`config.mk`:
```
export PLATFORM = sky130hd
export DESIGN_NAME = esl_div
export DESIGN_NICKNAME = d
export VERILOG_FILES = /design/src/rtl/core/esl_pkg.sv /design/src/rtl/core/esl_div.sv
export SDC_FILE = /design/constraint.sdc
export NUM_CORES = 2
export LEC_CHECK = 0
export ABC_AREA = 1
export BUFFER_PORTS_ARGS = -buffer_cell sky130_fd_sc_hd__buf_2
export CAP_MARGIN = 10
export CORE_MARGIN = 3
export CORE_UTILIZATION = 40
export DETAILED_ROUTE_END_ITERATION = 8
export PLACE_DENSITY_LB_ADDON = 0.12
export SLEW_MARGIN = 5
export SYNTH_ARGS = -nofsm -noshare
export SYNTH_HDL_FRONTEND = slang
export SYNTH_SLANG_ARGS = --single-unit
```
`constraint.sdc`:
```
create_clock -name clk -period 4.9 [get_ports clk]
set_input_delay 0.98 -clock clk [delete_from_list [all_inputs] [get_ports clk]]
set_output_delay 0.98 -clock clk [all_outputs]
set_load 0.02 [all_outputs]
```
`src/rtl/core/esl_pkg.sv`:
```
// Shared constants of the edge slope limiter.
// No dependencies.
package esl_pkg;
	// limiter strength register: unsigned Q2.16, reset 1.0
	localparam int unsigned BETA_WIDTH = 18;
	localparam logic [BETA_WIDTH-1:0] BETA_RESET = 18'd65536;
endpackage

```
`src/rtl/core/esl_div.sv`:
```
// Pipelined restoring divider, one quotient bit per stage, with overflow flag.
// Depends on esl_pkg.
module esl_div #(
	parameter int NW = 50,
	parameter int DW = 32,
	parameter int QB = 18
) (
	input  logic clk,
	input  logic [QB:0] en,
	input  logic [NW-1:0] num,
	input  logic [DW-1:0] den,
	output logic [QB-1:0] quo,
	output logic ovf
);
	import esl_pkg::*;
	localparam int CW = (NW - QB > DW) ? NW - QB : DW;

	logic [DW-1:0] rem_s [QB+1];
	logic [DW-1:0] den_s [QB+1];
	logic [QB-1:0] low_s [QB+1];
	logic [QB-1:0] quo_s [QB+1];
	logic ovf_s [QB+1];
	logic [CW-1:0] hi_ext, den_ext;

	assign hi_ext = CW'(num[NW-1:QB]);
	assign den_ext = CW'(den);

	// entry: quotient too large for QB bits means overflow
	always_ff @(posedge clk) begin
		if (en[0]) begin
			ovf_s[0] <= (hi_ext >= den_ext);
			rem_s[0] <= hi_ext[DW-1:0];
			den_s[0] <= den;
			low_s[0] <= num[QB-1:0];
			quo_s[0] <= '0;
		end
	end

	// one shift-and-subtract step per stage
	for (genvar k = 1; k <= QB; k++) begin : g_step
		logic [DW:0] trial;
		logic take;
		assign trial = {rem_s[k-1], low_s[k-1][QB-k]};
		assign take = (trial >= {1'b0, den_s[k-1]});
		always_ff @(posedge clk) begin
			if (en[k]) begin
				rem_s[k] <= take ? DW'(trial - {1'b0, den_s[k-1]}) : trial[DW-1:0];
				quo_s[k] <= {quo_s[k-1][QB-2:0], take};
				den_s[k] <= den_s[k-1];
				low_s[k] <= low_s[k-1];
				ovf_s[k] <= ovf_s[k-1];
			end
		end
	end

	assign quo = quo_s[QB];
	assign ovf = ovf_s[QB];
endmodule

```
; ---- Word-level counts from Yosys, hierarchy flattened
; Memories as Yosys holds them, arrays and structs flattened.
; Index checks and enable logic that the tools add are counted.
[word_totals]
ff_bits = 0
ramBits = 1919
input_bits = 102
output_inout_bits = 19
n_memories = 5
[classes]
add_sub_neg = 18
magnitude_cmp = 19
n_mux = 56
[memory_table]
columns = memory, depth, word_bits, read_ports, rd_clocked_by_memory_dff, wr, line_no
row1 = den_s, 19, 32, 18, 0, 19, esl_div.sv:19  ; logic [DW-1:0] den_s [QB+1];
row2 = rem_s, 19, 32, 18, 0, 19, esl_div.sv:18  ; logic [DW-1:0] rem_s [QB+1];
row3 = low_s, 19, 18, 18, 0, 19, esl_div.sv:20  ; logic [QB-1:0] low_s [QB+1];
row4 = quo_s, 19, 18, 19, 0, 19, esl_div.sv:21  ; logic [QB-1:0] quo_s [QB+1];
row5 = ovf_s, 19, 1, 19, 0, 19, esl_div.sv:22  ; logic ovf_s [QB+1];
[ops]
columns = cell, count
row1 = $ge A33 B32 Y1, 18
row2 = $mux W32, 18
row3 = $sub A32 B32 Y32, 18
row4 = $mux W1, 38
row5 = $ge A32 B32 Y1, 1

; ---- Longest topological paths before layout
[logic_depth]
word_depth = 2
depth_mapped = 16
depth_no_buf = 15

; ---- Worst setup path after synthesis
; Ideal clock, no wire load.
[synth_path]
kind = input-to-reg
startpoint = input port den[1]
endpoint = memory ovf_s[0] (data pin)
setup_ns = 0.259
arrival_ns = 1.850
required_time_ns = 4.641
path_slack_ns = 2.792
path_stages = 12
n_path_buf = 0
cell_sequence = inv_1 -> ha_1 -> inv_1 -> nor2_1 -> nor2_1 -> nor2_1 -> o21ai_0 -> nand3_1 -> nand2_1 -> nand2_1 -> nand2_1 -> nand3_1
[synth_lines]
columns = element, line_no
row1 = start: declaration, esl_div.sv:11  ; input logic [DW-1:0] den,
row2 = end: declaration, esl_div.sv:22

==> results.cfg <==
[clock_tree]
clk_pin_slew_ns = 0.06
cts_tree = yes
htreeDepth = 4
clock_latency_ns = 0.84
clockBufferDepth = 3
cts_setup_buffers = 0
ctsResizeCount = 0
hold_buffers = 0
cts_num_sinks = 1513
cts_buffers = 175
cts_root_buf = clkbuf_16

[timing]
setup_slack_ns = 0.607
slew-limit-headroom_pct = 22.9
whs_ns = 0.318
grt_setup_unrepaired = no
hold_violations = 0
finalMaxSlewViolations = 0
finalCritPeriodShare_pct = 87.6
final.setup.tns_ns = 0
max_freq_mhz = 233
finalSetupViolations = 0
worstMarginPinSlew_ns = 1.16
skew_ns = 0.0588
finalCriticalPeriod_ns = 4.29

[global_routing]
gr-total-overflow = 0
grt_max_degree = 64
grt_pass1_wl_um = 517000
grt_pass1_vias = 78700
grtUsageTotal_pct = 27.1
antenna_found_initial = 29

[die]
pin_count = 121
die_area_mm2 = 0.256
die_h_um = 506
initial_utilization_pct = 40.5
core_area_mm2 = 0.247
num_rows = 182
die_w_um = 506

[worst_hold_path]
hp-class = input port to flop

[final_layout]
fill_cells = 25200
syn_to_final_growth_pct = 9.80
layout_common_cells = nand2_1, inv_1, edfxtp_1
final_layout_size_suffix_gt1_share_pct = 5.57
finish.utilization_pct = 44.4
final_common_cell = nand2_1
nets = 13800

[pwr]
p_comb_share_pct = 49.9
seq_power_share_pct = 31.0
finalPower_mw = 69.4
power-per-cell-area_mw_per_mm2 = 632
vdd_ir_drop_max_uv = 357
power_switching_mw = 32.7
p_leak_nw = 56.3
internal-power_mw = 36.8
p_clk_share_pct = 19.1
switching_share_pct = 47.0

[logic_synthesis]
syn_nets = 13700
syn_avg_cell_area_um2 = 7.74
yosys_warnings = 0
synth_area_mm2 = 0.100
yosysSeqAreaShare_pct = 45.4
ys_ff_latch = 1513
ys_types = 38
syn_inst = 12900

[routing]
wirelength_um = 354000
drc = 0
wl_per_cell_um = 21.4
drtPass1Iterations = 6
drtIter0Drc = 7306
route.vias.total = 82200
drtAntennaViolNets = 0
vias_per_cell = 4.96

[placement]
port_buffers = 120
place_ws_ns = 0.674
hpwlAfterDp_um = 290000
place_congestion = 0.951

[job]
cap_viol_max_count = 0

[critical_path]
cp-start-kind = flop
path_class = flop to flop
arrival_ns = 4.78
setup.worst_path.end_class = flop
cp.required_ns = 5.39
crit_path_max_fanout = 35

[outcome]
status = completed
layout make-up:
class	instances	area, um2	share of cell area, %
flip-flops and latches	1513	45400	41.4
multi-input cells	8575	43400	39.5
inverters	2685	10100	9.17
clock buffers	202	4480	4.08
well taps	3312	4140	3.77
clock inverters	110	1360	1.24
repair buffers	164	976	0.888
diodes	8	20.0	0.0182
metal layers:
metal	track usage [%]	routed length [um]	vias up
met5	0	32	-
met4	8.15	11600	4
met3	3.00	17700	471
met2	46.6	171000	2328
met1	35.9	153000	38600
li1	-	-	40900
sequential cells by signal (all words and copies together), names as in the netlist:
register	cells
quo_s	171
den_s	576
low_s	171
ovf_s	19
rem_s	576
power by group through the flow:
stage	registers (mW)	logic [mW]	clock network, mW
2_1_floorplan	19.9	24.3	0
3_3_place_gp	21.8	34.4	0
3_5_place_dp	21.8	34.3	0
4_1_cts	21.6	34.5	13.6
5_1_grt	21.7	38.9	14.2
6_report	21.5	34.6	13.3
cell families (layout without fill, tap and decap cells):
kind of cell / after synthesis / count (layout) / synth area share [%]
flops: 1513 / 1513 / 45.4
fa+ha+maj: 625 / 625 / 7.94
simple gates: 7272 / 7272 / 31.0
xor+xnor: 241 / 241 / 2.11
other cells: 0 / 8 / 0
buf+inv: 2844 / 3161 / 11.2
compound gates: 437 / 437 / 2.26
critical path, cell delays in order, from the launching register on:
cell	delay (ns)
edfxtp_1	0.72
inv_1	0.09
ha_1	0.40
nand2_1	0.10
nand2_1	0.06
nand2_1	0.08
nand2_1	0.07
nand2_1	0.07
nand3_2	0.13
nand2_1	0.12
nand2_1	0.08
nand2_2	0.59
nand2_4	0.44
o21ai_0	0.97
stage by stage:
stage               std cells  cell area, um2
global placement        16200          104000
floorplan               12900          100000
finish                  16600          110000
detailed placement      16200          104000
global route            16600          110000
CTS                     16600          110000
cells in the mapped netlist (all sizes together):
| master | number | area share, % |
|---|---|---|
| nand2 | 4969 | 19 |
| inv | 2685 | 10 |
| edfxtp | 1513 | 45 |
| nand3 | 1111 | 6.0 |
| nor2 | 765 | 3.1 |
| ha | 608 | 7.6 |
| a21oi | 365 | 1.8 |
| xor2 | 218 | 1.9 |
| buf | 159 | 1.2 |
| nor3 | 151 | 0.85 |
| nand3b | 126 | 0.96 |
| and2 | 84 | 0.53 |
| nand4 | 51 | 0.32 |
| o21ai | 45 | 0.23 |
| o21bai | 24 | 0.18 |
| xnor2 | 23 | 0.20 |
| fa | 17 | 0.34 |
| or2 | 11 | 0.069 |
| nor4 | 3 | 0.019 |
| a21o | 2 | 0.015 |
| nor3b | 1 | 0.0075 |
| o21a | 1 | 0.0075 |
worst paths after layout:
kind / startpoint / to / slack [ns] / cells past startpoint
setup / recovery: den_s[6][2] / rem_s[7][1] / 0.61 / 13
hold / removal: num[3] / low_s[0][3] / 0.32 / 1
setup reg to reg: den_s[6][2] / rem_s[7][1] / 0.61 / 13
hold reg to reg: quo_s[15][1] / quo_s[16][2] / 0.40 / 0
(Power assumes the default switching activity.)
